<file path="config.mk">
export PLATFORM = sky130hd
export DESIGN_NAME = fifo_queue_with_search_delete_core
export DESIGN_NICKNAME = d
export VERILOG_FILES = /design/src/hw/rtl/fqsd_pkg.sv /design/src/hw/rtl/fifo_queue_with_search_delete_core.sv /design/src/hw/rtl/fqsd_ram.sv
export VERILOG_INCLUDE_DIRS = /design/src /design/src/hw/rtl
export SDC_FILE = /design/constraint.sdc
export NUM_CORES = 1
export LEC_CHECK = 0
export BUFFER_PORTS_ARGS = -buffer_cell sky130_fd_sc_hd__buf_2
export CORE_MARGIN = 2
export CORE_UTILIZATION = 24
export CTS_CLUSTER_SIZE = 28
export DETAILED_ROUTE_END_ITERATION = 12
export MAX_ROUTING_LAYER = met4
export PLACE_DENSITY_LB_ADDON = 0.3
export SLEW_MARGIN = 10
export SYNTH_ARGS = -nofsm -noshare
export SYNTH_HDL_FRONTEND = slang
export SYNTH_SLANG_ARGS = --single-unit
</file>
<file path="constraint.sdc">
create_clock -name clk -period 9.6 [get_ports clk]
set_input_delay 1.92 -clock clk [delete_from_list [all_inputs] [get_ports clk]]
set_output_delay 1.92 -clock clk [all_outputs]
set_load 0.1 [all_outputs]
</file>
<file path="src/hw/rtl/fifo_queue_with_search_delete_core_macros.svh">
// assertion macros for the fifo queue with search and delete
// used by the top level only, expects clk and rst_n in scope
`ifndef FIFO_QUEUE_WITH_SEARCH_DELETE_CORE_MACROS_SVH
`define FIFO_QUEUE_WITH_SEARCH_DELETE_CORE_MACROS_SVH

// same-cycle implication
`define FQSD_ASSERT_NOW(label, ante, cons) \
    label: assert property (@(posedge clk) disable iff (!rst_n) (ante) |-> (cons)) \
        else $error("fqsd check failed");

// next-cycle implication
`define FQSD_ASSERT_NEXT(label, ante, cons) \
    label: assert property (@(posedge clk) disable iff (!rst_n) (ante) |=> (cons)) \
        else $error("fqsd check failed");

`endif

</file>
<file path="src/hw/rtl/fqsd_pkg.sv">
// shared types and codes for the fifo queue with search and delete
// no dependencies
package fqsd_pkg;

    localparam int WORD_W = 32;
    localparam int CNT_W  = 5;

    typedef logic [1:0]               kind_t;
    typedef logic [1:0]               status_t;
    typedef logic signed [WORD_W-1:0] word_t;
    typedef logic [CNT_W-1:0]         count_t;

    localparam kind_t KIND_ENQ  = 2'd0;
    localparam kind_t KIND_DEQ  = 2'd1;
    localparam kind_t KIND_DEL  = 2'd2;
    localparam kind_t KIND_SCAN = 2'd3;

    localparam status_t ST_OK       = 2'd0;
    localparam status_t ST_EMPTY    = 2'd1;
    localparam status_t ST_NOTFOUND = 2'd2;
    localparam status_t ST_FULL     = 2'd3;

endpackage

</file>
<file path="src/hw/rtl/fifo_queue_with_search_delete_core.sv">
// flow: enqueue writes the ram at accept unless full, dequeue pops the front, delete
// and scan walk the entries from the front; then front and rear are re-read from the
// ram, except when the queue ends up empty; the core takes one item at a time:
// in_stall is high from accept until the result is registered
// reset: async active low, clears head, occupancy and control; ram contents stay
// undefined, no clearing pass
`include "fifo_queue_with_search_delete_core_macros.svh"

module fifo_queue_with_search_delete_core
    import fqsd_pkg::*;
#(
    parameter int CAPACITY = 16
) (
    input  logic    clk,
    input  logic    rst_n,
    input  logic    in_valid,
    output logic    in_stall,
    input  kind_t   kind,
    input  word_t   value,
    output logic    out_valid,
    input  logic    out_stall,
    output status_t status,
    output word_t   data_out,
    output count_t  occurrences,
    output word_t   max_value,
    output word_t   min_value,
    output word_t   front_value,
    output word_t   rear_value,
    output count_t  item_count,
    output logic    is_empty
);

    localparam int AW = (CAPACITY > 1) ? $clog2(CAPACITY) : 1;
    localparam int CW = $clog2(CAPACITY + 1);

    localparam logic [2:0] S_IDLE   = 3'd0;
    localparam logic [2:0] S_WALK   = 3'd1;
    localparam logic [2:0] S_SHIFT  = 3'd2;
    localparam logic [2:0] S_POP    = 3'd3;
    localparam logic [2:0] S_FRONT  = 3'd4;
    localparam logic [2:0] S_REAR   = 3'd5;
    localparam logic [2:0] S_REAR_W = 3'd6;
    localparam logic [2:0] S_DONE   = 3'd7;

    // physical slot of base + off, wrapped once
    function automatic logic [AW-1:0] slot_add(input logic [AW-1:0] base,
                                               input logic [CW-1:0] off);
        logic [CW:0] sum;
        sum = (CW+1)'(base) + (CW+1)'(off);
        if (sum >= (CW+1)'(CAPACITY))
        begin
            sum = sum - (CW+1)'(CAPACITY);
        end
        return sum[AW-1:0];
    endfunction

    function automatic logic [AW-1:0] ptr_inc(input logic [AW-1:0] p);
        return (p == AW'(CAPACITY - 1)) ? '0 : p + 1'b1;
    endfunction

    // control
    logic [2:0]    state_reg, state_next;
    logic [AW-1:0] head_reg, head_next;
    logic [CW-1:0] occ_reg, occ_next;
    logic [AW-1:0] rd_ptr_reg, rd_ptr_next;
    logic [CW-1:0] rd_idx_reg, rd_idx_next;
    logic          cmp_vld_reg, cmp_vld_next;
    logic [AW-1:0] cmp_ptr_reg, cmp_ptr_next;
    logic [CW-1:0] cmp_idx_reg, cmp_idx_next;
    logic [AW-1:0] dst_ptr_reg, dst_ptr_next;
    logic          out_valid_reg, out_valid_next;

    // working payload
    kind_t         kind_reg, kind_next;
    word_t         val_reg, val_next;
    status_t       st_reg, st_next;
    word_t         data_reg, data_next;
    logic [CW-1:0] cnt_reg, cnt_next;
    word_t         max_reg, max_next;
    word_t         min_reg, min_next;
    word_t         front_reg, front_next;
    word_t         rear_reg, rear_next;

    // result beat
    status_t out_status_reg, out_status_next;
    word_t   out_data_reg, out_data_next;
    count_t  out_occ_reg, out_occ_next;
    word_t   out_max_reg, out_max_next;
    word_t   out_min_reg, out_min_next;
    word_t   out_front_reg, out_front_next;
    word_t   out_rear_reg, out_rear_next;
    count_t  out_count_reg, out_count_next;
    logic    out_empty_reg, out_empty_next;

    // ram port
    logic          ram_we;
    logic [AW-1:0] ram_waddr;
    word_t         ram_wdata;
    logic [AW-1:0] ram_raddr;
    logic [WORD_W-1:0] ram_rdata_raw;
    word_t         ram_rdata;

    logic          accept;
    logic          issue;
    logic          cmp_last;
    logic [CW-1:0] occ_last;
    logic          queue_full;
    logic          out_ends_zero;

    fqsd_ram #(
        .WIDTH (WORD_W),
        .DEPTH (CAPACITY)
    ) u_store (
        .clk     (clk),
        .wr_en   (ram_we),
        .wr_addr (ram_waddr),
        .wr_data (ram_wdata),
        .rd_addr (ram_raddr),
        .rd_data (ram_rdata_raw)
    );

    assign ram_rdata = $signed(ram_rdata_raw);
    assign in_stall  = (state_reg != S_IDLE);
    assign accept    = in_valid && !in_stall;
    assign occ_last  = occ_reg - CW'(1);
    assign issue     = (rd_idx_reg < occ_reg);
    assign cmp_last  = (cmp_idx_reg == occ_last);
    assign queue_full    = (occ_reg == CW'(CAPACITY));
    assign out_ends_zero = (out_front_reg == '0) && (out_rear_reg == '0)
                           && (out_count_reg == '0);

    always_comb
    begin
        state_next    = state_reg;
        head_next     = head_reg;
        occ_next      = occ_reg;
        rd_ptr_next   = rd_ptr_reg;
        rd_idx_next   = rd_idx_reg;
        cmp_vld_next  = 1'b0;
        cmp_ptr_next  = cmp_ptr_reg;
        cmp_idx_next  = cmp_idx_reg;
        dst_ptr_next  = dst_ptr_reg;
        out_valid_next = out_valid_reg && out_stall;

        kind_next  = kind_reg;
        val_next   = val_reg;
        st_next    = st_reg;
        data_next  = data_reg;
        cnt_next   = cnt_reg;
        max_next   = max_reg;
        min_next   = min_reg;
        front_next = front_reg;
        rear_next  = rear_reg;

        out_status_next = out_status_reg;
        out_data_next   = out_data_reg;
        out_occ_next    = out_occ_reg;
        out_max_next    = out_max_reg;
        out_min_next    = out_min_reg;
        out_front_next  = out_front_reg;
        out_rear_next   = out_rear_reg;
        out_count_next  = out_count_reg;
        out_empty_next  = out_empty_reg;

        ram_we    = 1'b0;
        ram_waddr = slot_add(head_reg, occ_reg);
        ram_wdata = value;
        ram_raddr = head_reg;

        case (state_reg)
            S_IDLE:
            begin
                if (accept)
                begin
                    kind_next   = kind;
                    val_next    = value;
                    st_next     = ST_OK;
                    data_next   = '0;
                    cnt_next    = '0;
                    max_next    = '0;
                    min_next    = '0;
                    rd_ptr_next = head_reg;
                    rd_idx_next = '0;
                    case (kind)
                        KIND_ENQ:
                        begin
                            if (occ_reg == CW'(CAPACITY))
                            begin
                                st_next = ST_FULL;
                            end
                            else
                            begin
                                ram_we   = 1'b1;
                                occ_next = occ_reg + CW'(1);
                            end
                            state_next = S_FRONT;
                        end
                        KIND_DEQ:
                        begin
                            if (occ_reg == '0)
                            begin
                                st_next    = ST_EMPTY;
                                state_next = S_FRONT;
                            end
                            else
                            begin
                                state_next = S_POP;
                            end
                        end
                        default:
                        begin
                            if (occ_reg == '0)
                            begin
                                st_next    = ST_EMPTY;
                                state_next = S_FRONT;
                            end
                            else
                            begin
                                state_next = S_WALK;
                            end
                        end
                    endcase
                end
            end

            S_WALK, S_SHIFT:
            begin
                // stream reads one slot per cycle, data lands in the next cycle
                ram_raddr = rd_ptr_reg;
                if (issue)
                begin
                    rd_ptr_next  = ptr_inc(rd_ptr_reg);
                    rd_idx_next  = rd_idx_reg + CW'(1);
                    cmp_vld_next = 1'b1;
                    cmp_ptr_next = rd_ptr_reg;
                    cmp_idx_next = rd_idx_reg;
                end
                if (cmp_vld_reg)
                begin
                    if (state_reg == S_SHIFT)
                    begin
                        // close the gap: move entry one slot toward the front
                        ram_we       = 1'b1;
                        ram_waddr    = dst_ptr_reg;
                        ram_wdata    = ram_rdata;
                        dst_ptr_next = cmp_ptr_reg;
                        if (cmp_last)
                        begin
                            occ_next   = occ_last;
                            state_next = S_FRONT;
                        end
                    end
                    else if (kind_reg == KIND_SCAN)
                    begin
                        if (ram_rdata == val_reg)
                        begin
                            cnt_next = cnt_reg + CW'(1);
                        end
                        if (cmp_idx_reg == '0)
                        begin
                            max_next = ram_rdata;
                            min_next = ram_rdata;
                        end
                        else
                        begin
                            if (ram_rdata > max_reg)
                            begin
                                max_next = ram_rdata;
                            end
                            if (ram_rdata < min_reg)
                            begin
                                min_next = ram_rdata;
                            end
                        end
                        if (cmp_last)
                        begin
                            state_next = S_FRONT;
                        end
                    end
                    else
                    begin
                        if (ram_rdata == val_reg)
                        begin
                            data_next    = ram_rdata;
                            dst_ptr_next = cmp_ptr_reg;
                            if (cmp_last)
                            begin
                                occ_next   = occ_last;
                                state_next = S_FRONT;
                            end
                            else
                            begin
                                state_next = S_SHIFT;
                            end
                        end
                        else if (cmp_last)
                        begin
                            st_next    = ST_NOTFOUND;
                            state_next = S_FRONT;
                        end
                    end
                end
            end

            S_POP:
            begin
                data_next  = ram_rdata;
                head_next  = ptr_inc(head_reg);
                occ_next   = occ_last;
                state_next = S_FRONT;
            end

            S_FRONT:
            begin
                ram_raddr = head_reg;
                if (occ_reg == '0)
                begin
                    front_next = '0;
                    rear_next  = '0;
                    state_next = S_DONE;
                end
                else
                begin
                    state_next = S_REAR;
                end
            end

            S_REAR:
            begin
                front_next = ram_rdata;
                ram_raddr  = slot_add(head_reg, occ_last);
                state_next = S_REAR_W;
            end

            S_REAR_W:
            begin
                rear_next  = ram_rdata;
                state_next = S_DONE;
            end

            S_DONE:
            begin
                if (!out_valid_reg || !out_stall)
                begin
                    out_valid_next  = 1'b1;
                    out_status_next = st_reg;
                    out_data_next   = data_reg;
                    out_occ_next    = CNT_W'(cnt_reg);
                    out_max_next    = max_reg;
                    out_min_next    = min_reg;
                    out_front_next  = front_reg;
                    out_rear_next   = rear_reg;
                    out_count_next  = CNT_W'(occ_reg);
                    out_empty_next  = (occ_reg == '0);
                    state_next      = S_IDLE;
                end
            end

            default:
            begin
                state_next = S_IDLE;
            end
        endcase
    end

    always_ff @(posedge clk or negedge rst_n)
    begin
        if (!rst_n)
        begin
            state_reg     <= S_IDLE;
            head_reg      <= '0;
            occ_reg       <= '0;
            rd_ptr_reg    <= '0;
            rd_idx_reg    <= '0;
            cmp_vld_reg   <= 1'b0;
            cmp_ptr_reg   <= '0;
            cmp_idx_reg   <= '0;
            dst_ptr_reg   <= '0;
            out_valid_reg <= 1'b0;
            kind_reg      <= KIND_ENQ;
        end
        else
        begin
            state_reg     <= state_next;
            head_reg      <= head_next;
            occ_reg       <= occ_next;
            rd_ptr_reg    <= rd_ptr_next;
            rd_idx_reg    <= rd_idx_next;
            cmp_vld_reg   <= cmp_vld_next;
            cmp_ptr_reg   <= cmp_ptr_next;
            cmp_idx_reg   <= cmp_idx_next;
            dst_ptr_reg   <= dst_ptr_next;
            out_valid_reg <= out_valid_next;
            kind_reg      <= kind_next;
        end
    end

    always_ff @(posedge clk)
    begin
        val_reg        <= val_next;
        st_reg         <= st_next;
        data_reg       <= data_next;
        cnt_reg        <= cnt_next;
        max_reg        <= max_next;
        min_reg        <= min_next;
        front_reg      <= front_next;
        rear_reg       <= rear_next;
        out_status_reg <= out_status_next;
        out_data_reg   <= out_data_next;
        out_occ_reg    <= out_occ_next;
        out_max_reg    <= out_max_next;
        out_min_reg    <= out_min_next;
        out_front_reg  <= out_front_next;
        out_rear_reg   <= out_rear_next;
        out_count_reg  <= out_count_next;
        out_empty_reg  <= out_empty_next;
    end

    assign out_valid   = out_valid_reg;
    assign status      = out_status_reg;
    assign data_out    = out_data_reg;
    assign occurrences = out_occ_reg;
    assign max_value   = out_max_reg;
    assign min_value   = out_min_reg;
    assign front_value = out_front_reg;
    assign rear_value  = out_rear_reg;
    assign item_count  = out_count_reg;
    assign is_empty    = out_empty_reg;

    `FQSD_ASSERT_NOW(a_occ_bound, 1'b1, occ_reg <= CW'(CAPACITY))
    `FQSD_ASSERT_NEXT(a_busy_after_accept, accept, state_reg != S_IDLE)
    `FQSD_ASSERT_NOW(a_empty_zero_ends, out_valid_reg && out_empty_reg, out_ends_zero)
    `FQSD_ASSERT_NEXT(a_full_holds, accept && (kind == KIND_ENQ) && queue_full, queue_full)

endmodule

</file>
<file path="src/hw/rtl/fqsd_ram.sv">
// generic simple dual port ram, one write port, one registered read port
// no dependencies
module fqsd_ram #(
    parameter int WIDTH = 32,
    parameter int DEPTH = 16
) (
    input  logic                     clk,
    input  logic                     wr_en,
    input  logic [$clog2(DEPTH)-1:0] wr_addr,
    input  logic [WIDTH-1:0]         wr_data,
    input  logic [$clog2(DEPTH)-1:0] rd_addr,
    output logic [WIDTH-1:0]         rd_data
);

    logic [WIDTH-1:0] mem [DEPTH];

    always_ff @(posedge clk)
    begin
        if (wr_en)
        begin
            mem[wr_addr] <= wr_data;
        end
        rd_data <= mem[rd_addr];
    end

endmodule

</file>
==> After elaboration in Yosys (flattened, before gate mapping) <==
Memories as Yosys holds them, arrays and structs flattened. A register that Yosys moved wholly into a read port is not among the register bits.
Index checks and enable logic that the tools add are counted.
{ "word_totals": {"reg_bits": 410, "ram_bits": 512, "inputBits": 38, "output_inout_bits": 175, "n_memories": 1} }
{ "classes": {"n_addsub": 10, "magnitude_cmp": 5, "eq_ne": 32, "mux": 90, "n_reduce_logical": 31} }
{ "memory_table": {"columns": ["memory", "words", "width", "rd", "rd_clocked_by_memory_dff", "wr", "line", "text"], "rows": [
  ["u_store.mem", 16, 32, 1, 1, 1, "fqsd_ram.sv:15", "logic [WIDTH-1:0] mem [DEPTH];"]
]} }
{ "op_table": {"columns": ["operator", "n"], "rows": [
  ["$mux 32", 19],
  ["$pmux 32 s2", 4],
  ["$pmux 32 s3", 1],
  ["$mux 5", 14],
  ["$mux 4", 12],
  ["$eq 32x32->1", 1],
  ["$gt 32x32->1", 1],
  ["$lt 32x32->1", 1],
  ["$mux 3", 10],
  ["$ne 2x2->1 const B", 13],
  ["$reduce_and 6->1", 4],
  ["$pmux 3 s7", 1],
  ["$pmux 5 s2", 2],
  ["$mux 2", 9],
  ["$pmux 4 s2", 2],
  ["$add 5x1->5 const B", 3],
  ["$pmux 5 s3", 1],
  ["$reduce_and 7->1", 2],
  ["$add 4x5->6", 2],
  ["$eq 3x3->1 const B", 4],
  ["$ge 6x5->1 const B", 2],
  ["$mux 1", 12],
  ["$ne 3x3->1 const B", 4],
  ["$logic_not 5->1", 2],
  ["26 further kinds", 42]
]} }

==> Logic depth before layout (Yosys ltp) <==
{ "logic_depth": {"word_depth": 8, "ltp_mapped": 14} }

==> By module <==
A second synthesis with hierarchy kept.
{ "hier_totals": {"hier_cells": 2038, "hier_area_um2": 36855.3} }
{ "by_module_without_submodules": {"columns": ["module", "instances", "cells_per_inst", "area_per_inst_um2", "seq_area_each_um2"], "rows": [
  ["fqsd_ram", 1, 838, 19854.0, 16015.4],
  ["fifo_queue_with_search_delete_core", 1, 1200, 17001.3, 12121.6]
]} }

==> Worst setup path before layout <==
Ideal clock, no wire load.
{ "synth_path": {"path_type": "input -> register", "from": "input port out_stall", "to": "register out_data_reg[0] (netlist: data_out[0]) (enable)", "setup_time_ps": 761, "t_arrival_ps": 10042, "required_ps": 8839, "slack_ps": -1203, "path_stages": 1, "path_buffers": 0, "path_cell_list": "a21oi_1"} }
{ "synth_via": {"elab_chain_cells": 3} }
{ "synth_lines": {"columns": ["item", "line", "text"], "rows": [
  ["start: declaration", "fifo_queue_with_search_delete_core.sv:21", "input logic out_stall,"],
  ["$logic_not 1->1", "fifo_queue_with_search_delete_core.sv:343", "if (!out_valid_reg || !out_stall)"],
  ["$logic_or 1x1->1", "fifo_queue_with_search_delete_core.sv:343", null],
  ["$reduce_and 2->1 (no line)", null, null],
  ["end signal: assignment", "fifo_queue_with_search_delete_core.sv:409", "out_data_reg <= out_data_next;"],
  ["end: declaration", "fifo_queue_with_search_delete_core.sv:86", "word_t out_data_reg, out_data_next;"]
]} }
Every way passes these cells.
A chain may end at the register's enable or synchronous reset.

==> Worst setup path in the final report <==
{ "layout_path": {"from": "register occ_reg[0]", "to": "register u_store.rd_data[21] (read register of u_store.mem)"} }
{ "layout_via": {"elab_chain_cells": 5, "elab_cells_between_ends": 6, "cone_classes": "3 x add/sub; 1 x order compare; 2 x mux"} }
{ "layout_lines": {"columns": ["item", "line", "text"], "rows": [
  ["start: declaration", "fifo_queue_with_search_delete_core.sv:64", "logic [CW-1:0] occ_reg, occ_next;"],
  ["start signal: assignment", "fifo_queue_with_search_delete_core.sv:386", "occ_reg <= occ_next;"],
  ["$sub 5x1->5 *", "fifo_queue_with_search_delete_core.sv:125", "assign occ_last = occ_reg - CW'(1);"],
  ["$add 4x5->6 *", "fifo_queue_with_search_delete_core.sv:49", "sum = (CW+1)'(base) + (CW+1)'(off);"],
  ["$ge 6x5->1 or $sub 4x1->4 (tied branches)", "fifo_queue_with_search_delete_core.sv:50, fifo_queue_with_search_delete_core.sv:52", null],
  ["$mux 4 *", "fifo_queue_with_search_delete_core.sv:50", "if (sum >= (CW+1)'(CAPACITY))"],
  ["$pmux 4 s2 *", "fifo_queue_with_search_delete_core.sv:170", "case (state_reg)"],
  ["end: declaration", "fqsd_ram.sv:12", "output logic [WIDTH-1:0] rd_data"]
]} }
Mark *: on every way between the ends. The rest lies on a longest branch, timed or not.

==> run metrics <==
layout cells sized above 1 15.8%; crit path DAT 5.35 ns; Tot Pwr 8.37 mW; Worst Hold Class flop to flop; f_max 207 MHz; Worst Tran Pin Value 1.10 ns; status completed; number of port buffers 212; clock sinks 954; Clock transition at path regs 0.06 ns; Clock Latency Late Sink 0.69 ns; GP Congestion around 0.77; Top delay family on crit path buffers and inverters; first drt pass iteration count 5; CTS Buf Count 94; RSZ-0062 raised after global routing false; Via density 4.63; GR Overflow Total 0; fin crit share 50.3%; # setup viols final 0; num rows approximately 150; Post-CTS Setup Repair Bufs 0; Synth Flop Type edfxtp_1; Area growth syn-to-layout 17.6%; r2r startpoint occ_reg[0]; WL/cell 20.8 um; root buf cell clkbuf_16; post-cts sizing count 0; global router's overall resource usage 12.9%; Synth top area share 69.3%; Synth Warn # 0; area leader, netlist edfxtp_1; Worst R2R End u_store.rd_data[21]; Final #Nets 2997; WP buf/inv 4; Biggest register u_store.mem; Yosys reg bits 954; Core Box Area 158000 sq um; pin count of the biggest net entering global routing between 150 and 200; vias in the first global route 22600; CTS Buffer Depth 3; chip width 404 um; Hold Path End front_value[15]; Reg2Reg Depth 12; Slew Limit Fails 0; Tmin final just under 5 ns; Slowest Stage Delay on Critical Path approximately 0.80 ns; cell count of the worst hold path 0; Slowest cell on crit path buf_4; Detail Route Antenna Nets 0; Post-Synthesis Cells 2683; crit end category flop; DIE AREA around 160000 sq um; largest cells by area after synthesis edfxtp_1 69%, nand2_1 4.1%, a31oi_1 3.2%; Post-DP HPWL 62.0 mm; CP Class flop to flop; syn avg cell area roughly 14 sq um; Syn Std Cell Area 38300 sq um; P_leak approximately 15 nW; sequential share of the synthesized area roughly 73%; wire length of the first global-routing pass 154 mm; Worst VDD drop 0.145 mV; Synth Net Count between 2000 and 3000; Synth async-reset ratio approximately 4.0%; most frequent cells in the layout 884 x edfxtp_1, 422 x nand2_1, 212 x buf_2; CTS Hold Bufs 0; # H-tree levels 3; die height 404 um; Rel. slew slack 26.5%; Hold Violations, Final 0; DRC 0; Final TNS setup 0 ns; PwrDens 186 nW/um^2; Largest register FFs 512; 1st-iter DRT viols between 2000 and 2500; flop-to-flop setup slack 4.77 ns; distinct cell type count after synthesis 68; Hold Crit Start front_reg[15]; most common cell after layout, fill and taps aside edfxtp_1; CTS tree yes; initial core utilization 24.2%; WL final 105 mm; number of flops mapped to enable cells by yosys a little under 900; CP max FO 86; worst endpoint required time between 10 and 15 ns; via count 23300; crit path cell chain inv_1 > ha_1 > inv_1 > fa_1 > a41oi_4 > buf_4 > nand2_4 > buf_4 > nand2_1 > a32oi_1 > a211oi_1 > a21oi_1; antenna violations before repair 20; startpoint types flop; clock skew after layout 0.0296 ns; IO Count 213; Max-Cap Viols 0
==> worst register-to-register path, delay by kind of cell, from the launching register on <==
family                     cells  cell delay [ns]
AOI/OAI and AO/OA              4             0.59
adders and majority gates      2             0.90
buffers and inverters          4             1.67
DFF                            1             0.52
and+or+nand+nor                2             0.98
==> where the power goes <==
group	total [mW]	internal (mW)	switching (mW)
Combinational	0.0582	0.00862	0.0496
Clock	3.80	2.17	1.63
Sequential	4.51	4.51	0.0000000000000000279
==> layout make-up <==
cell class | count | area [sq um]
Clock buffer | 116 | 2500
Clock inverter | 56 | 664
Fill cell | 16000 | 113000
Inverter | 79 | 297
Tap cell | 2072 | 2590
Timing Repair Buffer | 276 | 1580
Sequential cell | 954 | 28100
Multi-Input combinational cell | 1473 | 9230
Antenna cell | 14 | 35.0
==> worst max path at each step <==
stage	cells past startpoint	slack [ns]	startpoint	end
final	12	4.77	occ_reg[0]	u_store.rd_data[21]
after global routing	12	4.42	occ_reg[0]	u_store.rd_data[22]
after CTS	12	4.79	occ_reg[0]	u_store.rd_data[21]
after detailed placement	8	4.73	in_valid	u_store.mem[15][3]
after global placement	8	4.72	in_valid	u_store.mem[15][3]
after floorplan	1	2.21	out_stall	data_out[0]
==> cells by family after synthesis <==
group | after synthesis | synth area share (%)
and+or+nand+nor | 764 | 9.19
AOI/OAI and AO/OA | 565 | 10.0
DFF | 954 | 73.5
buffers and inverters | 256 | 3.10
xor gates and xnor gates | 53 | 1.27
muxes | 9 | 0.238
adders and majority gates | 82 | 2.71
==> per-stage QoR <==
step	cells	hold WS, ns	utilization (%)	setup slack (ns)	cell area [sq um]
floorplan	2683	0.400	-	2.21	38300
detailed placement	4853	0.405	26.4	4.73	41800
CTS	5025	0.410	28.4	4.79	45000
global placement	4853	0.401	26.4	4.72	41800
finish	5040	0.415	28.4	4.77	45000
global route	5036	0.420	28.4	4.42	45000
==> cells in the mapped netlist (47+ instances only) <==
master / instances
a32oi_1: 65
nor2_1: 47
edfxtp_1: 884
a221oi_1: 63
a31oi_1: 196
buf_2: 53
clkbuf_1: 91
nand3_1: 83
inv_1: 76
and2_1: 95
a21oi_1: 112
nand2_1: 423
ha_1: 79
==> layer usage <==
metal | part of all wire, % | global-route usage [%] | wire, um
met3 | 6.3 | 2.31 | 6630
met1 | 44 | 16.8 | 46200
met5 | 0 | - | 0
met4 | 2.2 | 3.85 | 2300
met2 | 47 | 20.3 | 49600
(Power assumes the default switching activity.)
